### src/hw/rtl/tgc_pkg.sv
// types, constants and register reset values for the touch gesture classifier
// no dependencies; imported by tgc_classify and touch_gesture_classifier
`timescale 1ns / 1ps

package tgc_pkg;

   localparam int CSR_DATA_W  = 16;
   localparam int CSR_INDEX_W = 3;
   localparam int COORD_W     = 12;
   localparam int SIZE_W      = 13;
   localparam int TIME_W      = 32;
   localparam int MS_W        = 16;

   // register indexes on the csr port
   localparam logic [CSR_INDEX_W-1:0] CSR_SCREEN_WIDTH   = 3'd0;
   localparam logic [CSR_INDEX_W-1:0] CSR_SCREEN_HEIGHT  = 3'd1;
   localparam logic [CSR_INDEX_W-1:0] CSR_MIRROR_OFFSET  = 3'd2;
   localparam logic [CSR_INDEX_W-1:0] CSR_LONG_PRESS_MS  = 3'd3;
   localparam logic [CSR_INDEX_W-1:0] CSR_HOLD_RADIUS    = 3'd4;
   localparam logic [CSR_INDEX_W-1:0] CSR_SWIPE_DISTANCE = 3'd5;
   localparam logic [CSR_INDEX_W-1:0] CSR_DOUBLE_TAP_MS  = 3'd6;
   localparam logic [CSR_INDEX_W-1:0] CSR_DEVICE_PRESENT = 3'd7;

   typedef enum logic [2:0] {
      GEST_NONE   = 3'd0,
      GEST_TAP    = 3'd1,
      GEST_DOUBLE = 3'd2,
      GEST_LONG   = 3'd3,
      GEST_LEFT   = 3'd4,
      GEST_RIGHT  = 3'd5,
      GEST_UP     = 3'd6,
      GEST_DOWN   = 3'd7
   } gesture_type;

   typedef struct packed {
      logic [SIZE_W-1:0]  screen_width;
      logic [SIZE_W-1:0]  screen_height;
      logic [COORD_W-1:0] mirror_offset;
      logic [MS_W-1:0]    long_press_ms;
      logic [COORD_W-1:0] hold_radius;
      logic [COORD_W-1:0] swipe_distance;
      logic [MS_W-1:0]    double_tap_ms;
      logic               device_present;
   } cfg_type;

   localparam cfg_type CFG_RESET = '{
      screen_width:   13'd320,
      screen_height:  13'd170,
      mirror_offset:  12'd169,
      long_press_ms:  16'd850,
      hold_radius:    12'd18,
      swipe_distance: 12'd42,
      double_tap_ms:  16'd360,
      device_present: 1'b1
   };

   typedef struct packed {
      logic               read_ok;
      logic [3:0]         finger_count;
      logic [COORD_W-1:0] raw_x;
      logic [COORD_W-1:0] raw_y;
      logic [TIME_W-1:0]  now_ms;
   } item_type;

   typedef struct packed {
      gesture_type        gesture;
      logic [COORD_W-1:0] point_x;
      logic [COORD_W-1:0] point_y;
   } result_type;

   typedef struct packed {
      logic               was_down;
      logic               long_sent;
      logic [COORD_W-1:0] press_x;
      logic [COORD_W-1:0] press_y;
      logic [COORD_W-1:0] latest_x;
      logic [COORD_W-1:0] latest_y;
      logic [TIME_W-1:0]  press_time;
      logic [TIME_W-1:0]  last_tap_time;
   } state_type;

endpackage

### src/hw/rtl/tgc_channels.sv
// valid/ready channel interfaces for touch polls and gesture results
// no dependencies; used by touch_gesture_classifier
`timescale 1ns / 1ps

interface tgc_req_if;
   logic        valid;
   logic        ready;
   logic        read_ok;
   logic [3:0]  finger_count;
   logic [11:0] raw_x;
   logic [11:0] raw_y;
   logic [31:0] now_ms;

   modport source (output valid, read_ok, finger_count, raw_x, raw_y, now_ms, input ready);
   modport sink   (input valid, read_ok, finger_count, raw_x, raw_y, now_ms, output ready);
endinterface

interface tgc_rsp_if;
   logic        valid;
   logic        ready;
   logic [2:0]  gesture;
   logic [11:0] point_x;
   logic [11:0] point_y;

   modport source (output valid, gesture, point_x, point_y, input ready);
   modport sink   (input valid, gesture, point_x, point_y, output ready);
endinterface

### src/hw/rtl/tgc_classify.sv
// combinational gesture decision: screen mapping, clamp, press/hold/release
// depends on tgc_pkg
`timescale 1ns / 1ps

module tgc_classify (
   input  tgc_pkg::cfg_type    cfg,
   input  tgc_pkg::item_type   item,
   input  tgc_pkg::state_type  state_cur,
   output tgc_pkg::result_type result,
   output tgc_pkg::state_type  state_nxt
);
   import tgc_pkg::*;

   logic                down;
   logic [SIZE_W-1:0]   top_x;
   logic [SIZE_W-1:0]   top_y;
   logic [SIZE_W-1:0]   y_diff;
   logic [COORD_W-1:0]  pos_x;
   logic [COORD_W-1:0]  pos_y;
   logic [SIZE_W-1:0]   hold_dx;
   logic [SIZE_W-1:0]   hold_dy;
   logic [COORD_W-1:0]  hold_adx;
   logic [COORD_W-1:0]  hold_ady;
   logic [TIME_W-1:0]   held_ms;
   logic                long_hit;
   logic [SIZE_W-1:0]   rel_dx;
   logic [SIZE_W-1:0]   rel_dy;
   logic [COORD_W-1:0]  rel_adx;
   logic [COORD_W-1:0]  rel_ady;
   logic [TIME_W-1:0]   tap_gap;
   logic                swipe;

   // clamp limits, zero size acts as one
   assign top_x = (cfg.screen_width == '0) ? '0 : cfg.screen_width - 1'b1;
   assign top_y = (cfg.screen_height == '0) ? '0 : cfg.screen_height - 1'b1;

   assign down = item.read_ok && (item.finger_count != '0);

   assign y_diff = {1'b0, cfg.mirror_offset} - {1'b0, item.raw_x};

   always_comb begin
      if ({1'b0, item.raw_y} > top_x) begin
         pos_x = top_x[COORD_W-1:0];
      end else begin
         pos_x = item.raw_y;
      end
      if (y_diff[SIZE_W-1]) begin
         pos_y = '0;
      end else if (y_diff > top_y) begin
         pos_y = top_y[COORD_W-1:0];
      end else begin
         pos_y = y_diff[COORD_W-1:0];
      end
   end

   // hold check against the current point
   assign hold_dx  = {1'b0, pos_x} - {1'b0, state_cur.press_x};
   assign hold_dy  = {1'b0, pos_y} - {1'b0, state_cur.press_y};
   assign hold_adx = hold_dx[SIZE_W-1] ? COORD_W'(-hold_dx) : hold_dx[COORD_W-1:0];
   assign hold_ady = hold_dy[SIZE_W-1] ? COORD_W'(-hold_dy) : hold_dy[COORD_W-1:0];
   assign held_ms  = item.now_ms - state_cur.press_time;
   assign long_hit = !state_cur.long_sent
                     && (held_ms > {{(TIME_W-MS_W){1'b0}}, cfg.long_press_ms})
                     && (hold_adx < cfg.hold_radius)
                     && (hold_ady < cfg.hold_radius);

   // release uses the last held point
   assign rel_dx  = {1'b0, state_cur.latest_x} - {1'b0, state_cur.press_x};
   assign rel_dy  = {1'b0, state_cur.latest_y} - {1'b0, state_cur.press_y};
   assign rel_adx = rel_dx[SIZE_W-1] ? COORD_W'(-rel_dx) : rel_dx[COORD_W-1:0];
   assign rel_ady = rel_dy[SIZE_W-1] ? COORD_W'(-rel_dy) : rel_dy[COORD_W-1:0];
   assign swipe   = (rel_adx > cfg.swipe_distance) || (rel_ady > cfg.swipe_distance);
   assign tap_gap = item.now_ms - state_cur.last_tap_time;

   always_comb begin
      result    = '{gesture: GEST_NONE, point_x: '0, point_y: '0};
      state_nxt = state_cur;
      if (cfg.device_present) begin
         if (down && !state_cur.was_down) begin
            state_nxt.was_down   = 1'b1;
            state_nxt.long_sent  = 1'b0;
            state_nxt.press_x    = pos_x;
            state_nxt.press_y    = pos_y;
            state_nxt.latest_x   = pos_x;
            state_nxt.latest_y   = pos_y;
            state_nxt.press_time = item.now_ms;
         end else if (down) begin
            state_nxt.latest_x = pos_x;
            state_nxt.latest_y = pos_y;
            if (long_hit) begin
               state_nxt.long_sent = 1'b1;
               result = '{gesture: GEST_LONG, point_x: pos_x, point_y: pos_y};
            end
         end else if (state_cur.was_down) begin
            state_nxt.was_down = 1'b0;
            if (!state_cur.long_sent) begin
               result.point_x = state_cur.latest_x;
               result.point_y = state_cur.latest_y;
               if (swipe) begin
                  // ties go to the vertical axis
                  if (rel_adx > rel_ady) begin
                     result.gesture = (!rel_dx[SIZE_W-1] && rel_dx != '0) ?
                                      GEST_RIGHT : GEST_LEFT;
                  end else begin
                     result.gesture = (!rel_dy[SIZE_W-1] && rel_dy != '0) ?
                                      GEST_DOWN : GEST_UP;
                  end
               end else if (tap_gap < {{(TIME_W-MS_W){1'b0}}, cfg.double_tap_ms}) begin
                  result.gesture          = GEST_DOUBLE;
                  state_nxt.last_tap_time = '0;
               end else begin
                  result.gesture          = GEST_TAP;
                  state_nxt.last_tap_time = item.now_ms;
               end
            end
         end
      end
   end

endmodule

### src/hw/rtl/touch_gesture_classifier.sv
// touch gesture classifier top level: poll register, classifier, result register
// depends on tgc_pkg, tgc_channels (tgc_req_if, tgc_rsp_if) and tgc_classify
//
//   channel   dir  handshake        beat contents
//   req_ch    in   valid / ready    read_ok, finger_count, raw_x, raw_y, now_ms
//   rsp_ch    out  valid / ready    gesture, point_x, point_y
//   csr_*     in   csr_we only      csr_index selects register, csr_wdata value
//
// one poll per clock unless rsp_ch stalls; a poll beat first enters the poll register.
// classification sits between the poll register and the result register, and
// the tracking state updates in the same cycle the result is registered.
// reset (synchronous, high) clears state, valid flags and loads register defaults.
// a stalled rsp_ch holds its result; the poll register then fills and req_ch.ready drops.
`timescale 1ns / 1ps

module touch_gesture_classifier (
   input  logic                               clock,
   input  logic                               reset,
   input  logic                               csr_we,
   input  logic [tgc_pkg::CSR_INDEX_W-1:0]    csr_index,
   input  logic [tgc_pkg::CSR_DATA_W-1:0]     csr_wdata,
   tgc_req_if.sink                            req_ch,
   tgc_rsp_if.source                          rsp_ch
);
   import tgc_pkg::*;

   cfg_type    cfg_ff;
   state_type  state_ff;
   state_type  state_in;
   item_type   item_ff;
   result_type result_ff;
   result_type result_in;
   logic       poll_valid_ff;
   logic       rsp_valid_ff;
   logic       req_fire;
   logic       poll_move;

   assign poll_move    = poll_valid_ff && (!rsp_valid_ff || rsp_ch.ready);
   assign req_ch.ready = !poll_valid_ff || poll_move;
   assign req_fire     = req_ch.valid && req_ch.ready;

   tgc_classify u_classify (
      .cfg       (cfg_ff),
      .item      (item_ff),
      .state_cur (state_ff),
      .result    (result_in),
      .state_nxt (state_in)
   );

   always_ff @(posedge clock) begin
      if (reset) begin
         cfg_ff        <= CFG_RESET;
         state_ff      <= '0;
         poll_valid_ff <= 1'b0;
         rsp_valid_ff  <= 1'b0;
      end else begin
         if (csr_we) begin
            case (csr_index)
               CSR_SCREEN_WIDTH:   cfg_ff.screen_width   <= csr_wdata[SIZE_W-1:0];
               CSR_SCREEN_HEIGHT:  cfg_ff.screen_height  <= csr_wdata[SIZE_W-1:0];
               CSR_MIRROR_OFFSET:  cfg_ff.mirror_offset  <= csr_wdata[COORD_W-1:0];
               CSR_LONG_PRESS_MS:  cfg_ff.long_press_ms  <= csr_wdata[MS_W-1:0];
               CSR_HOLD_RADIUS:    cfg_ff.hold_radius    <= csr_wdata[COORD_W-1:0];
               CSR_SWIPE_DISTANCE: cfg_ff.swipe_distance <= csr_wdata[COORD_W-1:0];
               CSR_DOUBLE_TAP_MS:  cfg_ff.double_tap_ms  <= csr_wdata[MS_W-1:0];
               CSR_DEVICE_PRESENT: cfg_ff.device_present <= csr_wdata[0];
               default: ;
            endcase
         end
         if (req_fire) begin
            poll_valid_ff <= 1'b1;
         end else if (poll_move) begin
            poll_valid_ff <= 1'b0;
         end
         if (poll_move) begin
            rsp_valid_ff <= 1'b1;
            state_ff     <= state_in;
         end else if (rsp_ch.ready) begin
            rsp_valid_ff <= 1'b0;
         end
      end
   end

   // payload registers
   always_ff @(posedge clock) begin
      if (req_fire) begin
         item_ff.read_ok      <= req_ch.read_ok;
         item_ff.finger_count <= req_ch.finger_count;
         item_ff.raw_x        <= req_ch.raw_x;
         item_ff.raw_y        <= req_ch.raw_y;
         item_ff.now_ms       <= req_ch.now_ms;
      end
      if (poll_move) begin
         result_ff <= result_in;
      end
   end

   assign rsp_ch.valid   = rsp_valid_ff;
   assign rsp_ch.gesture = result_ff.gesture;
   assign rsp_ch.point_x = result_ff.point_x;
   assign rsp_ch.point_y = result_ff.point_y;

endmodule
### src/flat_wrapper.sv
// flat-port wrapper written by rule: the top's interface ports become plain ports
module touch_gesture_classifier_flat import tgc_pkg::*;
  (clock, reset, csr_we, csr_index, csr_wdata, req_ch_valid, req_ch_read_ok, req_ch_finger_count, req_ch_raw_x, req_ch_raw_y, req_ch_now_ms, req_ch_ready, rsp_ch_valid, rsp_ch_gesture, rsp_ch_point_x, rsp_ch_point_y, rsp_ch_ready);
  tgc_req_if req_ch_i ();
  tgc_rsp_if rsp_ch_i ();
  input  logic clock;
  input  logic reset;
  input  logic csr_we;
  input  logic [tgc_pkg::CSR_INDEX_W-1:0] csr_index;
  input  logic [tgc_pkg::CSR_DATA_W-1:0] csr_wdata;
  input wire logic [$bits(req_ch_i.valid)-1:0] req_ch_valid;
  input wire logic [$bits(req_ch_i.read_ok)-1:0] req_ch_read_ok;
  input wire logic [$bits(req_ch_i.finger_count)-1:0] req_ch_finger_count;
  input wire logic [$bits(req_ch_i.raw_x)-1:0] req_ch_raw_x;
  input wire logic [$bits(req_ch_i.raw_y)-1:0] req_ch_raw_y;
  input wire logic [$bits(req_ch_i.now_ms)-1:0] req_ch_now_ms;
  output wire logic [$bits(req_ch_i.ready)-1:0] req_ch_ready;
  output wire logic [$bits(rsp_ch_i.valid)-1:0] rsp_ch_valid;
  output wire logic [$bits(rsp_ch_i.gesture)-1:0] rsp_ch_gesture;
  output wire logic [$bits(rsp_ch_i.point_x)-1:0] rsp_ch_point_x;
  output wire logic [$bits(rsp_ch_i.point_y)-1:0] rsp_ch_point_y;
  input wire logic [$bits(rsp_ch_i.ready)-1:0] rsp_ch_ready;
  assign req_ch_i.valid = req_ch_valid;
  assign req_ch_i.read_ok = req_ch_read_ok;
  assign req_ch_i.finger_count = req_ch_finger_count;
  assign req_ch_i.raw_x = req_ch_raw_x;
  assign req_ch_i.raw_y = req_ch_raw_y;
  assign req_ch_i.now_ms = req_ch_now_ms;
  assign req_ch_ready = req_ch_i.ready;
  assign rsp_ch_valid = rsp_ch_i.valid;
  assign rsp_ch_gesture = rsp_ch_i.gesture;
  assign rsp_ch_point_x = rsp_ch_i.point_x;
  assign rsp_ch_point_y = rsp_ch_i.point_y;
  assign rsp_ch_i.ready = rsp_ch_ready;
  touch_gesture_classifier u_core (.clock(clock), .reset(reset), .csr_we(csr_we), .csr_index(csr_index), .csr_wdata(csr_wdata), .req_ch(req_ch_i), .rsp_ch(rsp_ch_i));
endmodule
### config.mk
export PLATFORM = sky130hd
export DESIGN_NAME = touch_gesture_classifier_flat
export DESIGN_NICKNAME = d
export VERILOG_FILES = /design/src/hw/rtl/tgc_pkg.sv /design/src/hw/rtl/tgc_channels.sv /design/src/hw/rtl/tgc_classify.sv /design/src/hw/rtl/touch_gesture_classifier.sv /design/src/flat_wrapper.sv
export SDC_FILE = /design/constraint.sdc
export NUM_CORES = 1
export LEC_CHECK = 0
export BUFFER_PORTS_ARGS = -buffer_cell sky130_fd_sc_hd__clkbuf_2
export CORE_ASPECT_RATIO = 0.75
export CORE_MARGIN = 10
export CORE_UTILIZATION = 45
export CTS_CLUSTER_DIAMETER = 100
export DETAILED_ROUTE_END_ITERATION = 16
export GPL_TIMING_DRIVEN = 1
export SYNTH_ARGS = -nofsm -noshare
export SYNTH_HDL_FRONTEND = slang
export SYNTH_SLANG_ARGS = --single-unit
### constraint.sdc
create_clock -name clock -period 7.4 [get_ports clock]
set_clock_uncertainty 0.2 [all_clocks]
set_input_delay 1.48 -clock clock [delete_from_list [all_inputs] [get_ports clock]]
set_output_delay 1.48 -clock clock [all_outputs]
set_load 0.01 [all_outputs]
Word-level counts from Yosys, hierarchy flattened --
Index checks and enable logic that the tools add are counted.
Storage, ports and cells: register bits 299, input bits 85, output and inout bits 29, word-level logic and storage cells 132
Cells by class: $add $sub $neg 13, $lt $le $gt $ge 9, eq/ne operators 8, multiplexer cells 29, bitwise logic cells 5, reduce and logical (&&, ||, !) cells 42
Operator list (count):
- 12-bit 2-to-1 mux | 7
- 27-bit 2-to-1 mux | 3
- 12-bit by 12-bit subtractor with 13-bit output | 5
- 32-bit subtractor | 2
- 24-bit 2-to-1 mux | 2
- 12-bit negator | 4
- 12-bit greater-than comparator | 3
- 32-bit by 16-bit greater-than comparator with 1-bit output | 1
- 32-bit by 16-bit < comparator with 1-bit output | 1
- 32-bit 2-to-1 mux | 1
- 13-bit zero test | 2
- 13-bit 2-to-1 mux | 2
- 26-bit 2-to-1 mux | 1
- 13-bit nonzero test | 2
- 13-bit by 1-bit subtractor with 13-bit output, second input constant | 2
- 12-bit < comparator | 2
- 2-bit AND reduction | 8
- 12-bit by 13-bit greater-than comparator with 1-bit output | 1
- 13-bit greater-than comparator | 1
- 3-bit == test, second input constant | 4
- 1-bit logical AND | 9
- 1-bit 2-to-1 mux | 9
- 3-bit AND reduction | 3
- 2-bit nonzero test | 4
- other kinds (13) | 27

Depth between registers and ports, before layout --
Gate-level depths: netlist of the first run.
word-level depth 13, mapped depth 45, depth with buffers taken out 41

By module --
Synthesis of the first run repeated with hierarchy kept, for this count alone.
Second synthesis, totals: cells, all modules 2909, area total of the unflattened synthesis 23780.3 µm²
Modules (own cells, without submodules):
- tgc_classify | instances 1, cells each 1914, area an instance 12627.1 µm², seq. area each 0.0 µm²
- touch_gesture_classifier | instances 1, cells each 995, area an instance 11153.2 µm², seq. area each 6866.6 µm²

Least setup slack after synthesis of the first run --
Ideal clock, no wire load.
path type reg2reg, from register u_core.cfg_ff[73] (netlist name), to register u_core.result_ff, in the netlist u_core.rsp_ch.point_x[10] (data pin), setup time 143 ps, data arrival time 7688 ps, required time 7057 ps, path slack -631 ps, cell stages (with the launch flop) 42, buffers on the path 4, period minus slack after synthesis 8031 ps, cells stage by stage dfxtp_1 or4_1 nor4_1 nor2b_1 and4b_1 clkbuf_1 nor2b_1 inv_1 ha_1 and3_1 a22oi_1 nand2_1 or2_2 o211ai_1 clkbuf_1 a211oi_1 inv_1 ha_1 [6 not listed] o211a_1 o21ai_0 a21oi_1 or2_2 clkbuf_1 mux2_2 ha_1 a21boi_0 o21a_1 o21ai_0 a21o_1 a21oi_1 o211ai_1 nand4_1 nor2_1 or2b_2 buf_6 o21ai_2
Between the ends: longest elaborated chain between the ends 12, elaborated cells on any way between the ends 13, classes of those cells add/sub: 3; order compare: 2; mux: 6; reduce/logical: 2
Ends and longest elaborated chain:
- start: declaration | line touch_gesture_classifier.sv:27 | cfg_type cfg_ff;
- 13-bit by 1-bit subtractor with 13-bit output or 13-bit zero test (tied branches) | line tgc_classify.sv:35 | assign top_y = (cfg.screen_height == '0) ? '0 : cfg.screen_height - 1'b1;
- 13-bit 2-to-1 mux (*) | line tgc_classify.sv:35
- 13-bit greater-than comparator | line tgc_classify.sv:49 | end else if (y_diff > top_y) begin
- 12-bit 2-to-1 mux (*) | line tgc_classify.sv:49
- 12-bit 2-to-1 mux (*) | line tgc_classify.sv:47 | if (y_diff[SIZE_W-1]) begin
- 12-bit by 12-bit subtractor with 13-bit output (*) | line tgc_classify.sv:58 | assign hold_dy = {1'b0, pos_y} - {1'b0, state_cur.press_y};
- 12-bit negator | line tgc_classify.sv:60 | assign hold_ady = hold_dy[SIZE_W-1] ? COORD_W'(-hold_dy) : hold_dy[COORD_W-1:0];
- 12-bit 2-to-1 mux (*) | line tgc_classify.sv:60
- 12-bit < comparator (*) | line tgc_classify.sv:65 | && (hold_ady < cfg.hold_radius);
- 1-bit logical AND (*) | line tgc_classify.sv:65
- 26-bit 2-to-1 mux (*) | line tgc_classify.sv:90 | if (long_hit) begin
- 27-bit 2-to-1 mux (*) | line tgc_classify.sv:87 | end else if (down) begin
- end signal: assignment | line touch_gesture_classifier.sv:94 | result_ff <= result_in;
- end: declaration | line touch_gesture_classifier.sv:31 | result_type result_ff;
Mark *: on every way between the ends. The rest lies on a longest branch, timed or not. A chain may end at the register's enable or synchronous reset.

Worst setup path in the final report of the first run --
from register u_core.item_ff[45] (netlist name), to register u_core.result_ff, in the netlist u_core.rsp_ch.point_x[2] (data pin)
Between the ends: longest elaborated chain between the ends 11
Ends and longest elaborated chain:
- start: declaration | line touch_gesture_classifier.sv:30 | item_type item_ff;
- 12-bit by 12-bit subtractor with 13-bit output (*) | line tgc_classify.sv:39 | assign y_diff = {1'b0, cfg.mirror_offset} - {1'b0, item.raw_x};
- 13-bit greater-than comparator | line tgc_classify.sv:49
- 12-bit 2-to-1 mux | line tgc_classify.sv:49
- 12-bit 2-to-1 mux (*) | line tgc_classify.sv:47
- 12-bit by 12-bit subtractor with 13-bit output (*) | line tgc_classify.sv:58
- 12-bit negator | line tgc_classify.sv:60
- 12-bit 2-to-1 mux (*) | line tgc_classify.sv:60
- 12-bit < comparator (*) | line tgc_classify.sv:65
- 1-bit logical AND (*) | line tgc_classify.sv:65
- 26-bit 2-to-1 mux (*) | line tgc_classify.sv:90
- 27-bit 2-to-1 mux (*) | line tgc_classify.sv:87
Marks and branches as above.

==> results of run 1 <==
==> synthesized netlist by cell type, drive strengths merged, types with 5 or more instances <==
| cell type | n |
|---|---|
| o22ai | 6 |
| buf | 5 |
| and2 | 11 |
| nor4 | 17 |
| and3b | 5 |
| o21bai | 7 |
| dfxtp | 211 |
| a21oi | 265 |
| fa | 7 |
| nand3 | 32 |
| or3 | 16 |
| edfxtp | 88 |
| a22o | 34 |
| a21boi | 10 |
| or4 | 9 |
| nand3b | 21 |
| nand4 | 34 |
| a31oi | 13 |
| o31ai | 12 |
| xor2 | 57 |
| o2bb2ai | 5 |
| nand2b | 30 |
| ha | 243 |
| o21a | 28 |
| a2111oi | 9 |
| and3 | 11 |
| or2 | 30 |
| clkbuf | 88 |
| a211o | 13 |
| o211ai | 16 |
| o21ai | 115 |
| nor2 | 183 |
| a21o | 53 |
| inv | 243 |
| nor3 | 36 |
| mux2i | 19 |
| nand2 | 416 |
| nor2b | 31 |
| a211oi | 38 |
| xnor2 | 82 |
==> flip-flops by register name, indices dropped and copies added, names as in the netlist <==
signal	cells
u_core.item_ff	61
u_core.rsp_ch.point_y	12
u_core.rsp_ch.point_x	12
u_core.rsp_ch.valid	1
u_core.poll_valid_ff	1
u_core.rsp_ch.gesture	3
u_core.cfg_ff	95
u_core.state_ff	114
==> cell usage in the layout (no fill, tap or decap), types with 30 or more instances in the layout <==
cell type	count
nand3_1	31
dfxtp_1	210
a211oi_1	37
xor2_1	56
xnor2_1	81
ha_1	238
o21ai_0	81
clkbuf_2	112
clkbuf_16	37
nand2b_1	30
a21oi_1	257
buf_4	149
nor3_1	34
a22o_1	34
nand4_1	34
nor2_1	177
inv_1	240
nand2_1	415
edfxtp_1	88
a21o_1	53
==> metal layers <==
| layer | up-vias | track usage | part of all wire |
|---|---|---|---|
| li1 | 9564 | - | - |
| met1 | 9109 | 0.327 | 0.51 |
| met2 | 569 | 0.307 | 0.40 |
| met3 | 88 | 0.0419 | 0.071 |
| met4 | 2 | 0.0600 | 0.022 |
| met5 | - | 0 | 0.00014 |
==> through the flow <==
step	utilization	setup TNS (ns)	total power, uW
global placement	0.503	-8.81	3350
floorplan	-	-2.57	2910
global route	0.540	-20.88	5650
finish	0.540	-11.08	5340
CTS	0.536	-5.83	5340
detailed placement	0.503	-12.35	3390
==> power by group through the flow <==
stage / logic, uW / clock network, uW / registers, uW
floorplan: 1090 / 0 / 1820
CTS: 1620 / 1930 / 1800
global route: 1850 / 2000 / 1800
finish: 1660 / 1880 / 1800
global placement: 1520 / 0 / 1830
detailed placement: 1560 / 0 / 1830
==> timing repair <==
action                     CTS  global route
buffers inserted            17             2
pin swaps                   30             8
setup endpoints to repair   27            27
gates cloned                 2             1
resized for setup           41            29
==> tightest hold or removal path: stages, from the launching register on <==
cell and delay (ns):
dfxtp_1 0.31, nand2_1 0.05, a21oi_1 0.05
==> kinds of logic (layout without fill, tap and decap cells) <==
logic type               after synthesis  count (layout)  synth area share
buffers and inverters                336             575            0.0604
adder cells (fa/ha/maj)              250             250             0.150
XOR/XNOR                             139             139            0.0575
other                                  0               3                 0
multiplexers                          22              22            0.0106
flip-flops                           299             299             0.324
AND/OR/NAND/NOR                      899             902             0.196
AO/OA/AOI/OAI                        669             669             0.201
==> path summary, 6_finish.rpt <==
check | endpoint | from
worst max-delay path | u_core.rsp_ch.point_x[2] | u_core.item_ff[45]
worst min-delay path | u_core.state_ff[39] | u_core.state_ff[39]
worst max register to register | u_core.rsp_ch.point_x[2] | u_core.item_ff[45]
worst min register to register | u_core.state_ff[39] | u_core.state_ff[39]
==> layout make-up <==
cell class / instances / area, sq um
fillers: 4395 / 21300
multi-input cells: 1982 / 13400
flip-flops and latches: 299 / 6870
repair buffers: 268 / 1770
clock buffers: 44 / 1020
inverters: 243 / 912
well taps: 630 / 788
clock inverters: 20 / 230
diodes: 3 / 7.51
==> impl_metrics.toml, run 1 <==
[placement]
dp_hpwl_um = 48400
dp.cells = 3400
numPortBuffers = 113
pre_cts_slack_ns = -0.546
place.gp.congestion = 0.893
post_dp_cell_area_sq_um = 23300

[run_status]
violations = "negative setup slack"
outcome = "finished, violations left"

[yosys]
synth_area_leaders = "dfxtp_1, ha_1, edfxtp_1"
ys_async_sr_fraction = 0
syn_avg_cell_area_sq_um = 8.10
synth_seq_area_share = 0.324
synth_cell_types = 78
synthesis.nets = 2949
syn_area_sq_um = 21200
synthesis.instances = 2614
synth_seq_cells = 299
synth-edff-count = 88
yosys_warnings = 0
synth_ff_type = "dfxtp_1"
yosys.area.top_type_share = 0.199
synth_top_area_cell = "dfxtp_1"

[clocking]
clk_latency_ns = 0.57
clk_pin_slew_ns = 0.06
hold_buffers = 0
clk_path_buf_depth = 3
ctsRootBufferMaster = "clkbuf_16"
numCtsBuffers = 35
cts.sinks = 299
cts_tree = "built"
htree_num_levels = 2

[grt]
overflow = 0
grt_pass1_vias = 18200
grt_use_total = 0.218
antenna_found_initial = 4
grt_pass1_wl_um = 99700
grt_max_degree = 85

[final_layout]
final_cells = 3489
synthToLayoutAreaGrowth_pct = 18.0
fin_area_sq_um = 25000
nets = 3164
drive_above_1_share = 0.158

[routing]
via_per_inst = 5.54
wirelength_um = 63500
drc_errors = 0
wl_per_cell_um = 18.2
dr_total_vias = 19300
drt_pass1_iterations = 5
drt_iter0_markers = 1472
ant_nets = 0

[timing]
whs_ns = 0.254
grt_setup_unrepaired = "true"
setup_viol = 27
maxSlewViolCount = 0
relSlewSlack = 0.267
hold_viol = 0
finalCritPeriodShare = 1.06
tightest_slew_ns = 1.10
max_clock_freq_mhz = 127
fin_crit_ns = 7.84
fin_ws_ns = -0.444

[floorplan]
die-area_sq_um = 56200
pin_count = 114
fp.dieW_um = 270
chipHeight_um = 208
rows = 68
core-area_sq_um = 46300
initial_core_util = 0.458

[critical_path]
reg2reg_depth = 42
startpoint_type = "flop"
timing.critical_path.mode_cell = "o21ai_2"
cp.depth = 42
path_class = "reg2reg"
cpPeakStageDelay_ns = 0.39
r2r_slack_ns = -0.44
worstPathMaxFanout = 7
crit_slowest_cell = "or2b_4"
critical-path-top-delay-family = "compound AO/OA/AOI/OAI gates"
crit_arrival_ns = 8.06
cp-end-kind = "flop"
required_ns = 7.62
cp_num_buf_inv = 5

[power_and_ir_drop]
p_leak_uw = 0.0102
ir_worst_vdd_v = 0.000199
p_seq_frac = 0.337
clkPwrFrac = 0.353
power.internal_uw = 3560
power_switching_uw = 1770
p_per_area_nw_per_um2 = 214
combPwrFrac = 0.310
switching_share = 0.332

[job]
max_cap_violations = 0

[worst_hold_path]
hold_path_class = "reg2reg"
min_path_cells = 2
(Power assumes the default switching activity.)
==> run 2: changes to the inputs <==
--- a/config.mk
+++ b/config.mk
@@ -12,6 +12,7 @@
 export CTS_CLUSTER_DIAMETER = 100
 export DETAILED_ROUTE_END_ITERATION = 16
 export GPL_TIMING_DRIVEN = 1
+export PLACE_DENSITY = 0.67
 export SYNTH_ARGS = -nofsm -noshare
 export SYNTH_HDL_FRONTEND = slang
 export SYNTH_SLANG_ARGS = --single-unit
==> run 2 against run 1 <==
Effect of this change: the flow still finishes with violations (negative setup slack); critical endpoint is now u_core.rsp_ch.point_x[3]; register-to-register slack improved by 0.02 ns; core utilization increased by 0.12 points; highest routed layer unchanged; first-iteration DRC count increased by 18%.
==> impl_metrics.toml, run 2 (synthesized netlist as in run 1, its figures left out) <==
[critical_path]
reg2reg_depth = 41
timing.rr.end = "u_core.rsp_ch.point_x[3]"
timing.critical_path.mode_cell = "a21oi_2"
crit_path_end = "u_core.rsp_ch.point_x[3]"
cp-startpoint = "u_core.item_ff[44]"
required_ns = 7.61
r2r_slack_ns = -0.42
r2r_start = "u_core.item_ff[44]"
cp_num_buf_inv = 4
cp-end-kind = "flop"
worstPathMaxFanout = 7
crit_arrival_ns = 8.03
cpPeakStageDelay_ns = 0.41
crit_slowest_cell = "edfxtp_1"
critical-path-top-delay-family = "compound AO/OA/AOI/OAI gates"
cp.depth = 41
path_class = "reg2reg"
startpoint_type = "flop"

[clocking]
clk_pin_slew_ns = 0.06
htree_num_levels = 2
numCtsBuffers = 36
clk_path_buf_depth = 3
cts.sinks = 299
clk_latency_ns = 0.58
cts_tree = "built"
ctsRootBufferMaster = "clkbuf_16"
hold_buffers = 0

[floorplan]
rows = 68
fp.dieW_um = 270
pin_count = 114
die-area_sq_um = 56200
initial_core_util = 0.458
chipHeight_um = 208
core-area_sq_um = 46300

[routing]
ant_nets = 0
drc_errors = 0
drt_pass1_iterations = 5
wl_per_cell_um = 17.7
wirelength_um = 61900
drt_iter0_markers = 1739
dr_total_vias = 19300
via_per_inst = 5.53

[run_status]
violations = "negative setup slack"
outcome = "finished, violations left"

[grt]
grt_pass1_wl_um = 98400
antenna_found_initial = 3
grtUsageMet2 = 0.319
top_usage_layer = "met2"
met1_usage = 0.309
grt_max_degree = 101
grt_use_total = 0.213
grt_pass1_vias = 18400
overflow = 0
grt_util_met3 = 0.0392

[worst_hold_path]
min_path_cells = 2
hold_path_class = "reg2reg"

[timing]
maxSlewViolCount = 0
totalNegativeSetupSlack_ns = -10.26
fin_ws_ns = -0.420
grt_setup_unrepaired = "true"
max_clock_freq_mhz = 128
fin_crit_ns = 7.82
finalCritPeriodShare = 1.06
relSlewSlack = 0.182
setup_viol = 27
tightest_slew_ns = 1.22
whs_ns = 0.253
hold_viol = 0

[power_and_ir_drop]
ir_worst_vdd_v = 0.000178
p_per_area_nw_per_um2 = 214
power_uw = 5370
p_leak_uw = 0.0102

[job]
max_cap_violations = 0

[final_layout]
final_util = 0.541
drive_above_1_share = 0.164
layout_common_cells = "nand2_1, a21oi_1, inv_1"
seqCellArea_sq_um = 6870
nets = 3169
top_regs = "u_core.state_ff (114), u_core.cfg_ff (95), u_core.item_ff (61)"
fillCellCount = 4363
multi_input_area_sq_um = 13500
layout_commonest_cell = "nand2_1"
largest_register = "u_core.state_ff"
synthToLayoutAreaGrowth_pct = 18.3
largest_reg_flops = 114

[placement]
dp_hpwl_um = 47400
pre_cts_slack_ns = -0.667
place.gp.congestion = 0.927
numPortBuffers = 113
[run 2: cell count changes in the layout (fill, tap and decap cells not counted), sizes merged]
cell      change
bufinv        -1
clkbuf        +4
buf           +4
diode         -1
clkinv        +2
clkinvlp      -3
[run 2: metal layers]
layer | wire (um) | vias up
li1 | - | 9602
met1 | 30200 | 9102
met2 | 26000 | 542
met3 | 4500 | 73
met4 | 1170 | 2
met5 | 13 | -
[run 2: power breakdown]
part           switching (uW)  total, uW  internal [uW]
Clock                     781       1860           1080
Combinational             979       1710            735
Sequential               44.6       1800           1750
[run 2: worst min path at each step]
stage	startpoint	endpoint	slack [ns]
final	u_core.cfg_ff[19]	u_core.cfg_ff[19]	0.25
after global routing	u_core.state_ff[92]	u_core.state_ff[92]	0.27
after CTS	u_core.state_ff[37]	u_core.state_ff[37]	0.26
after detailed placement	u_core.state_ff[98]	u_core.state_ff[98]	0.25
after global placement	u_core.state_ff[99]	u_core.state_ff[99]	0.24
after floorplan	u_core.state_ff[99]	u_core.state_ff[99]	0.23
[run 2: through the flow]
stage          instance area (sq um)  std cells
3_5_place_dp                   23300       3398
3_3_place_gp                   23300       3398
4_1_cts                        24800       3486
6_report                       25000       3494
2_1_floorplan                  21300       2614
5_1_grt                        25000       3492
[run 2: final cells by class]
class,instances,area share
sequential,299,0.274
multi-input combinational,1982,0.538
clock inverter,18,0.00779
clock buffer,48,0.0415
antenna,2,0.000200
timing repair buffer,272,0.0706
inverter,243,0.0364
tap,630,0.0315
[run 2: timing repair]
item,in CTS,in global routing
gates resized for setup,55,35
setup endpoints to repair,27,27
setup buffers,19,6
gates cloned,3,0
pin swaps,43,19
[run 2: worst register-to-register path: cells and delay by family (launching register included)]
kind            cells  cell delay [ns]
flops               1             0.41
xor+xnor            1             0.17
mux                 1             0.31
buf+inv             4             0.43
compound gates     20             2.95
fa+ha+maj           6             1.56
simple gates        9             1.66
